**src/spq_pkg.sv**
```systemverilog
// spq_pkg: shared types and codes for the stable priority queue.
// No dependencies.
`timescale 1ns / 1ps
`default_nettype none
package spq_pkg;
   typedef enum logic [1:0] {
      OP_INSERT = 2'd0,
      OP_REMOVE = 2'd1,
      OP_FIND   = 2'd2,
      OP_NONE   = 2'd3
   } op_type;

   typedef enum logic [1:0] {
      ST_OK        = 2'd0,
      ST_NOT_FOUND = 2'd1,
      ST_FULL      = 2'd2,
      ST_RSVD      = 2'd3
   } status_type;

   typedef struct packed {
      logic [1:0]  operation;
      logic [15:0] process_id;
      logic [7:0]  priority_req;
      logic [7:0]  proc_class;
   } req_type;

   typedef struct packed {
      logic [1:0] status;
      logic [7:0] found_priority;
      logic [7:0] found_class;
      logic [3:0] found_position;
   } rsp_type;

   typedef struct packed {
      logic [15:0] id;
      logic [7:0]  prio;
      logic [7:0]  cls;
   } entry_type;

   localparam int ENTRY_W = 32;
   localparam int POS_W   = 4;

   typedef enum logic [2:0] {
      S_IDLE,
      S_SCAN,
      S_INS,
      S_REM,
      S_DONE
   } fsm_type;
endpackage
`default_nettype wire

```
**src/spq_ram.sv**
```systemverilog
// spq_ram: generic single-port-write, single-port-read RAM, registered read.
// No dependencies.
`timescale 1ns / 1ps
`default_nettype none
module spq_ram #(
   parameter int WIDTH = 32,
   parameter int DEPTH = 16
) (
   input  wire logic                     clock,
   input  wire logic                     wr_en,
   input  wire logic [$clog2(DEPTH)-1:0] wr_addr,
   input  wire logic [WIDTH-1:0]         wr_data,
   input  wire logic [$clog2(DEPTH)-1:0] rd_addr,
   output logic      [WIDTH-1:0]         rd_data
);
   logic [WIDTH-1:0] mem [DEPTH];

   always_ff @(posedge clock) begin
      if (wr_en) begin
         mem[wr_addr] <= wr_data;
      end
      rd_data <= mem[rd_addr];
   end
endmodule
`default_nettype wire

```
**src/stable_priority_queue_top.sv**
```systemverilog
// stable_priority_queue_top: sorted queue held in one RAM, walked by a sequencer.
// Depends on spq_pkg and spq_ram.
//
//   channel | ports                      | transfer
//   req     | start, busy, req_data      | start && !busy
//   rsp     | rsp_valid, rsp_data        | rsp_valid (one cycle, no stall)
//
// busy stays high while a request is worked: a scan reads one slot per cycle
// from the RAM (one read port, registered read), then insert or remove moves
// entries one per cycle. The result strobe follows, and the next transfer may
// land then.
// Reset empties the queue at once (fill count); no clearing pass.
// The receiver cannot stall; busy holds off the next item until the result.
`timescale 1ns / 1ps
`default_nettype none
module stable_priority_queue_top #(
   parameter int QUEUE_DEPTH = 16
) (
   input  wire logic             clock,
   input  wire logic             reset,
   input  wire logic             start,
   output logic                  busy,
   input  wire spq_pkg::req_type req_data,
   output logic                  rsp_valid,
   output spq_pkg::rsp_type      rsp_data
);
   import spq_pkg::*;

   localparam int AW = $clog2(QUEUE_DEPTH);
   localparam int CW = $clog2(QUEUE_DEPTH + 1);

   fsm_type         state_ff, state_in;
   req_type         req_ff, req_in;
   logic [CW-1:0]   count_ff, count_in;
   logic [CW-1:0]   idx_ff, idx_in;       // scan index / move index
   logic            rvalid_ff, rvalid_in; // read in flight for slot idx_ff-1
   entry_type       hold_ff, hold_in;     // entry carried during insert shift
   rsp_type         rsp_ff, rsp_in;
   logic            rspv_ff, rspv_in;

   logic            wr_en;
   logic [AW-1:0]   wr_addr, rd_addr;
   entry_type       wr_data, rd_data;
   logic [CW-1:0]   prev;

   spq_ram #(.WIDTH(ENTRY_W), .DEPTH(QUEUE_DEPTH)) u_ram (
      .clock   (clock),
      .wr_en   (wr_en),
      .wr_addr (wr_addr),
      .wr_data (wr_data),
      .rd_addr (rd_addr),
      .rd_data (rd_data)
   );

   assign busy      = (state_ff != S_IDLE);
   assign rsp_valid = rspv_ff;
   assign rsp_data  = rsp_ff;
   assign prev      = idx_ff - CW'(1);

   always_ff @(posedge clock) begin
      if (reset) begin
         state_ff  <= S_IDLE;
         count_ff  <= '0;
         rspv_ff   <= 1'b0;
         rvalid_ff <= 1'b0;
      end else begin
         state_ff  <= state_in;
         count_ff  <= count_in;
         rspv_ff   <= rspv_in;
         rvalid_ff <= rvalid_in;
      end
      req_ff  <= req_in;
      idx_ff  <= idx_in;
      hold_ff <= hold_in;
      rsp_ff  <= rsp_in;
   end

   // next state
   always_comb begin
      state_in = state_ff;
      case (state_ff)
         S_IDLE: begin
            if (start) begin
               state_in = S_SCAN;
            end
         end
         S_SCAN: begin
            if (rvalid_ff) begin
               if (req_ff.operation == OP_INSERT) begin
                  if (rd_data.prio < req_ff.priority_req) begin
                     state_in = S_INS;
                  end else if (idx_ff >= count_ff) begin
                     state_in = S_INS;
                  end
               end else if (rd_data.id == req_ff.process_id) begin
                  state_in = (req_ff.operation == OP_REMOVE) ? S_REM : S_DONE;
               end else if (idx_ff >= count_ff) begin
                  state_in = S_DONE;
               end
            end else begin
               if (req_ff.operation == OP_NONE) begin
                  state_in = S_DONE;
               end else if (req_ff.operation == OP_INSERT) begin
                  if (count_ff == CW'(QUEUE_DEPTH)) begin
                     state_in = S_DONE;
                  end else if (count_ff == '0) begin
                     state_in = S_INS;
                  end
               end else if (count_ff == '0) begin
                  state_in = S_DONE;
               end
            end
         end
         S_INS: begin
            if (idx_ff > count_ff) begin
               state_in = S_DONE;
            end
         end
         S_REM: begin
            if (idx_ff >= count_ff) begin
               state_in = S_DONE;
            end
         end
         S_DONE:  state_in = S_IDLE;
         default: state_in = S_IDLE;
      endcase
   end

   // datapath and outputs
   always_comb begin
      req_in    = req_ff;
      count_in  = count_ff;
      idx_in    = idx_ff;
      rvalid_in = 1'b0;
      hold_in   = hold_ff;
      rsp_in    = rsp_ff;
      rspv_in   = 1'b0;
      wr_en     = 1'b0;
      wr_addr   = prev[AW-1:0];
      wr_data   = hold_ff;
      rd_addr   = idx_ff[AW-1:0];
      case (state_ff)
         S_IDLE: begin
            if (start) begin
               req_in = req_data;
               idx_in = '0;
               rsp_in = '{status: ST_NOT_FOUND, default: '0};
            end
         end
         S_SCAN: begin
            // issue read of slot idx_ff while previous result checked
            if (rvalid_ff) begin
               if (req_ff.operation == OP_INSERT) begin
                  if (rd_data.prio < req_ff.priority_req) begin
                     // write new entry at prev, carry displaced one
                     wr_en   = 1'b1;
                     wr_addr = prev[AW-1:0];
                     wr_data = '{id: req_ff.process_id, prio: req_ff.priority_req,
                                 cls: req_ff.proc_class};
                     hold_in = rd_data;
                     rd_addr = idx_ff[AW-1:0];
                     idx_in  = idx_ff + CW'(1);
                     rvalid_in = (idx_ff < count_ff);
                  end else if (idx_ff >= count_ff) begin
                     // append at slot count
                     idx_in  = idx_ff + CW'(1);
                     hold_in = '{id: req_ff.process_id, prio: req_ff.priority_req,
                                 cls: req_ff.proc_class};
                  end else begin
                     idx_in    = idx_ff + CW'(1);
                     rvalid_in = 1'b1;
                  end
               end else if (rd_data.id == req_ff.process_id) begin
                  rsp_in.status = ST_OK;
                  if (req_ff.operation == OP_FIND) begin
                     rsp_in.found_priority = rd_data.prio;
                     rsp_in.found_class    = rd_data.cls;
                     rsp_in.found_position = (prev > CW'(15)) ? 4'hF : POS_W'(prev);
                  end
                  // remove: prev is the hole; read slot idx_ff next
                  rvalid_in = (idx_ff < count_ff);
                  idx_in    = idx_ff + CW'(1);
               end else if (idx_ff < count_ff) begin
                  idx_in    = idx_ff + CW'(1);
                  rvalid_in = 1'b1;
               end
            end else begin
               if (req_ff.operation == OP_INSERT && count_ff == CW'(QUEUE_DEPTH)) begin
                  rsp_in.status = ST_FULL;
               end else if (req_ff.operation == OP_INSERT && count_ff == '0) begin
                  idx_in  = CW'(1);
                  hold_in = '{id: req_ff.process_id, prio: req_ff.priority_req,
                              cls: req_ff.proc_class};
               end else if (req_ff.operation != OP_NONE && count_ff != '0) begin
                  idx_in    = CW'(1);
                  rvalid_in = 1'b1;
               end
            end
         end
         S_INS: begin
            // idx_ff-1 is the slot to fill with hold; read of idx_ff-1 issued before
            if (rvalid_ff) begin
               wr_en   = 1'b1;
               wr_addr = prev[AW-1:0];
               wr_data = hold_ff;
               hold_in = rd_data;
               idx_in  = idx_ff + CW'(1);
               rvalid_in = (idx_ff < count_ff);
            end else begin
               wr_en   = 1'b1;
               wr_addr = prev[AW-1:0];
               wr_data = hold_ff;
               idx_in  = idx_ff + CW'(2);
               count_in = count_ff + CW'(1);
               rsp_in.status = ST_OK;
            end
         end
         S_REM: begin
            // rd_data holds slot prev; write it to prev-1
            if (rvalid_ff) begin
               wr_en   = 1'b1;
               wr_addr = AW'(prev - CW'(1));
               wr_data = rd_data;
            end
            if (idx_ff < count_ff) begin
               idx_in    = idx_ff + CW'(1);
               rvalid_in = 1'b1;
            end else begin
               count_in = count_ff - CW'(1);
            end
         end
         S_DONE: begin
            rspv_in = 1'b1;
         end
         default: ;
      endcase
   end
endmodule
`default_nettype wire

```
**config.mk**
```make
export PLATFORM = sky130hd
export DESIGN_NAME = stable_priority_queue_top
export DESIGN_NICKNAME = d
export VERILOG_FILES = /design/src/spq_pkg.sv /design/src/spq_ram.sv /design/src/stable_priority_queue_top.sv
export SDC_FILE = /design/constraint.sdc
export NUM_CORES = 1
export LEC_CHECK = 0
export BUFFER_PORTS_ARGS = -buffer_cell sky130_fd_sc_hd__buf_2
export CORE_AREA = 2 2 234 259
export CTS_CLUSTER_DIAMETER = 120
export DETAILED_ROUTE_END_ITERATION = 12
export DIE_AREA = 0 0 236 261
export PLACE_DENSITY = 0.64
export SLEW_MARGIN = 0
export SYNTH_ARGS = -nofsm -noshare
export SYNTH_HDL_FRONTEND = slang
export SYNTH_SLANG_ARGS = --single-unit
```
**constraint.sdc**
```tcl
create_clock -name clock -period 5.29 [get_ports clock]
set_input_delay 0.529 -clock clock [delete_from_list [all_inputs] [get_ports clock]]
set_output_delay 0.529 -clock clock [all_outputs]
set_load 0.005 [all_outputs]
```
==> results of run 1 <==
[metrics by stage]
step                setup WS [ns]  std cells  total power, mW
floorplan                   0.646       1435             11.4
global placement             1.52       2215             13.3
detailed placement           1.36       2215             13.4
CTS                          1.32       2338             18.0
global route                 1.15       2340             18.7
finish                       1.32       2340             18.0
[per-layer routing]
layer | track usage | vias to the layer above | share of wire
met5 | 0 | - | 0
met4 | 0.0778 | 0 | 0.030
met3 | 0.0353 | 109 | 0.075
met2 | 0.327 | 649 | 0.47
met1 | 0.296 | 7305 | 0.42
li1 | - | 6010 | -
[worst register-to-register path: stages (launching register included)]
cell       delay, ns
dfxtp_1         0.45
inv_1           0.73
nand2_2         0.31
a2111oi_4       0.34
buf_4           0.27
or3_1           0.20
o21ai_1         0.31
nor2_4          0.94
[placed cells by master (no fill, tap or decap), types with 10 or more instances in the layout]
cell,instances
nand3_1,13
dfxtp_1,41
xor2_1,19
mux4_2,160
edfxtp_1,605
buf_4,34
inv_1,36
buf_2,60
o21ai_1,17
a221o_1,30
a222oi_1,12
clkinv_1,10
ha_1,22
and2_1,17
clkbuf_1,19
a211oi_1,17
nor2_4,17
nand2_1,99
o22ai_1,23
nor2_1,43
clkbuf_16,71
nor3_1,11
a21oi_1,64
[report_power, final]
group	internal, mW	leakage (nW)	switching (mW)
sequential	7.14	5.86	0.565
clock	2.69	1.06	1.94
combinational	2.17	2.75	3.44
total	12.0	9.67	5.94
[registers in the layout, indices dropped and copies added (netlist names)]
name and count:
count_ff 5, hold_ff 32, idx_ff 5, req_ff 34, rsp_data 22, rsp_valid 1
rvalid_ff 1, state_ff 3, u_ram.mem 512, u_ram.rd_data 32
[layout make-up]
cell class	instances	area [um2]
Timing Repair Buffer	96	596
Multi-Input combinational cell	667	7010
Clock inverter	28	253
Tap cell	768	961
Sequential cell	647	19000
Inverter	39	146
Fill cell	4717	29300
Clock buffer	95	1920
[cell families after synthesis]
group	synth area share
AO/OA/AOI/OAI	0.0577
XOR/XNOR	0.00864
adder cells (fa/ha/maj)	0.0112
buffers and inverters	0.0192
flip-flops	0.721
multiplexers	0.138
AND/OR/NAND/NOR	0.0442
[path summary, 6_finish.rpt]
kind	to	depth (start not counted)
max	u_ram.mem[4][23]	7
min	req_ff[27]	1
max reg2reg	u_ram.mem[4][23]	7
min reg2reg	count_ff[2]	2
==> metrics, run 1 <==
status=finished clean; Post-Syn Instances=1435; Final period util=0.750; Hold Crit Start=req_data[27]; Via-to-Cell Ratio=6.01; GRT overflow=0; Num CTS Buffers=68; post-DR wirelength/cell=27.0 um; largest net degree at the start of global routing=135; DRT antenna net count=0; share of cells above drive strength 1=0.253; peak supply drop=462 uV; nets=1579; CP max FO=32; CP arrival=4.17 ns; CORE AREA=0.0592 mm2; Final setup violation count=0; fmax=0.252 GHz; Die Span X=236 um; post-cts gate resize count=0; CP max-delay cell=nor2_4; worst-path cell chain=inv_1 > nand2_2 > a2111oi_4 > buf_4 > or3_1 > o21ai_1 > nor2_4; final hold vios=0; initial antenna violation count=1; first-pass GRT wire length=93900 um; commonest cells in the netlist=edfxtp_1, mux4_2, nand2_1; Synth Net Count=1495; Setup TNS=0 ns; row cnt=94; Largest delay share family, worst path=simple AND/OR/NAND/NOR gates; Inserted Diodes=0; I/O pin total=61; R2R Path Start=state_ff[1]; Max Cap Viol=0; Synth Register Bits=647; leakage power figure=9.67 nW; CTS Hold Bufs=0; Die H=261 um; Register-to-Register Setup Slack=1.32 ns; Final Instance Area=0.0299 mm2; number of global-route vias before repair=13900; worst hold path class=in -> reg; drt initial violations=1573; Syn. warnings=0; Worst-Margin Slew=1.32 ns; sequential-to-total area share from yosys stat=0.721; Final GP Congestion=0.857; Post-Route WL=63200 um; Worst EP required=5.49 ns; max-slew violations=0; CTS tree=done; Starting Density=0.445; Syn-to-layout area delta=13.4%; ranking of synthesized cells by area=edfxtp_1, mux4_2, dfxtp_1, nand2_1, a21oi_1; area leader, netlist=edfxtp_1; Tmin final=3.97 ns; Mapped Avg Cell Area=18.4 um2; final core occ=0.505; Tot GR Track Use=0.208; RSZ-0062 raised after global routing=false; detailed placement HPWL=37900 um; drt drc=0; DRT Pass-1 Iters=7; Slew HR=0.121; CTS root buffer=clkbuf_16; EDFF count, synth=605; Worst Clk Skew=0.0294 ns; Buf/Inv on CP=2; Synth Flop Type=edfxtp_1; Max H-tree Level=3; CP startpoint kind=flop; Critical Path Start=state_ff[1]; ys async rst share=0; most instantiated library cell after synthesis=edfxtp_1; post-synthesis cell area=0.0264 mm2; Worst Hold Margin=0.0965 ns; share of the synthesized area in the top cell type=0.689; Power Dens Cells=600 mW/mm2; vias post-DR=14100; die area=0.0616 mm2; placed cell area=0.0277 mm2; PortBufs=60; clock slew at reported path FFs=0.06 ns; critical path class=reg -> reg; Longest Clk Path Bufs=3; Crit path largest cell delay=0.94 ns; endpoint class of the critical path=flop; post-CTS setup buffers=0; Yosys cell types=71; clk_lat worst skew=0.61 ns; TritonCTS Sinks=647
Note: power is estimated with default switching activity, not from simulation.
==> inputs of run 2 (changes only) <==
- clock period: 5.29 -> 4.05 ns (I/O delays scaled with it)
==> metrics, run 2 (synthesis results as in run 1) <==
DRT antenna net count=0 (unchanged); number of global-route vias before repair=14100 (+1.0%); DRT Pass-1 Iters=6 (-1); die area=0.0616 mm2 (unchanged); Slew HR=0.148 (+0.0278); max FFs per register=512 (unchanged); post-DR wirelength/cell=27.0 um (-0.12%); Max Cap Viol=0 (unchanged); drt initial violations=1597 (+1.5%); Worst Hold Margin=0.0261 ns (-0.0704 ns); Seq pwr share=0.429 (about the same); Tot GR Track Use=0.210 (+0.00141); Starting Density=0.445 (unchanged); Power Dens Cells=770 mW/mm2 (+28%); clk_lat worst skew=0.61 ns (about the same); first-pass GRT wire length=93900 um (about the same); clock slew at reported path FFs=0.06 ns (about the same); CP startpoint kind=flop; RSZ-0062 raised after global routing=false; reg2reg path depth=7 (unchanged); max-slew violations=0 (unchanged); Worst EP required=4.26 ns (-1.23 ns); initial antenna violation count=1 (unchanged); Final GP Congestion=0.835 (-2.6%); max layer used=met4; Post-Route WL=64200 um (+1.7%); CP arrival=3.67 ns (-0.50 ns); Longest Clk Path Bufs=3 (unchanged); share of cells above drive strength 1=0.258 (+0.00456); CORE AREA=0.0592 mm2 (unchanged); Max H-tree Level=3 (unchanged); I/O pin total=61 (unchanged); Die Span X=236 um (unchanged); vias post-DR=14400 (+2.3%); peak supply drop=517 uV (+12%); Hold Path Depth=1 (unchanged); most frequent cells in the layout=edfxtp_1, mux4_2, nand2_1; Most flops, register=u_ram.mem; Worst-Margin Slew=1.28 ns (-0.0417 ns); WL met2=30900 um (+3.4%); most common library cell in the layout ignoring fill and taps=edfxtp_1; Die H=261 um (unchanged); switching power=7.66 mW (+29%); critical path class=reg -> reg; post-cts gate resize count=0 (unchanged); Switching Share=0.328 (-0.00313); Worst Clk Skew=0.0322 ns (+0.00280 ns); Final setup violation count=0 (unchanged); final hold vios=0 (unchanged); Tmin final=3.45 ns (-0.512 ns); Final Instance Area=0.0304 mm2 (+1.6%); Setup WS post-layout=0.597 ns (-0.728 ns); worst hold path class=in -> reg; placed cell area=0.0281 mm2 (+1.3%); Final period util=0.853 (+0.103); Num CTS Buffers=66 (-2.9%); Internal Power=15.7 mW (+31%); PortBufs=60 (unchanged); nets=1620 (+2.6%); GRT overflow=0 (unchanged); row cnt=94 (unchanged); WL met1=26300 um (-1.1%); CTS tree=done; DP Cell Count=2241 (+1.2%); endpoint class of the critical path=flop; drt drc=0 (unchanged); Logic pwr share=0.317 (+0.004); Non-Filler Instances=2383 (+1.8%); detailed placement HPWL=37700 um (-0.65%); TritonCTS Sinks=647 (unchanged); CTS root buffer=clkbuf_16; largest net degree at the start of global routing=134 (-0.74%); Clk network pwr share=0.254 (-0.004); CP max FO=16 (-50%); status=finished clean; Via-to-Cell Ratio=6.04 (+0.49%); leakage power figure=9.88 nW (+2.2%); Top Registers=u_ram.mem: 512 flops, req_ff: 34 flops; met3 routed WL=5500 um (+16%); pre-CTS WS=0.711 ns (-0.649 ns); fmax=0.290 GHz (+15%); Syn-to-layout area delta=15.2%
-- run 2: cell types whose count changed in the layout (fill, tap and decap cells not counted), sizes merged --
| cell | previous run | this run |
|---|---|---|
| buf | 96 | 120 |
| bufinv | 3 | 4 |
| diode | 0 | 1 |
| dlygate4sd3 | 0 | 19 |
| inv | 43 | 41 |
-- run 2: power by group through the flow --
stage	clock network, mW	logic [mW]	registers, mW
global route	6.31	7.99	10.1
detailed placement	0	7.43	10.1
floorplan	0	5.07	9.82
CTS	6.05	7.44	9.99
global placement	0	7.26	10.1
finish	5.93	7.42	10.0
-- run 2: cell type report --
cell class,instances,area (um2)
fillers,4661,28800
well taps,768,961
flip-flops and latches,647,19000
repair buffers,139,1140
clock buffers,95,1830
diodes,1,2.50
multi-input cells,667,7000
clock inverters,27,279
inverters,39,146
-- run 2: timing repair --
action,in CTS,in global routing
setup buffers,0,0
hold endpoints to repair,19,0
endpoints found under the setup margin,0,0
hold buffers,19,0
-- run 2: path summary, 6_finish.rpt --
path | from | slack, ns | to
max | req_ff[10] | 0.60 | u_ram.mem[11][21]
min | req_data[6] | 0.03 | req_ff[6]
max reg2reg | req_ff[10] | 0.60 | u_ram.mem[11][21]
min reg2reg | count_ff[3] | 0.51 | count_ff[3]
-- run 2: through the flow --
step                      utilization  total power [mW]  TNS (ns)
final                           0.513              23.4         0
after global routing            0.513              24.4         0
after CTS                       0.513              23.5         0
after detailed placement        0.474              17.5         0
after global placement          0.474              17.4         0
after floorplan                     -              14.9    -17.14
-- run 2: metal layers --
metal,vias to the layer above,GRT usage
li1,6106,-
met1,7497,0.295
met2,698,0.334
met3,101,0.0385
met4,0,0.0729
met5,-,0
-- run 2: critical path, stage by stage (launching register included) --
cell and delay (ns):
edfxtp_1 0.38, inv_1 0.10, ha_1 0.25, a211oi_1 0.26, o21ai_2 0.19, a211oi_4 0.72, o21ai_0 0.17, a21oi_1 0.97
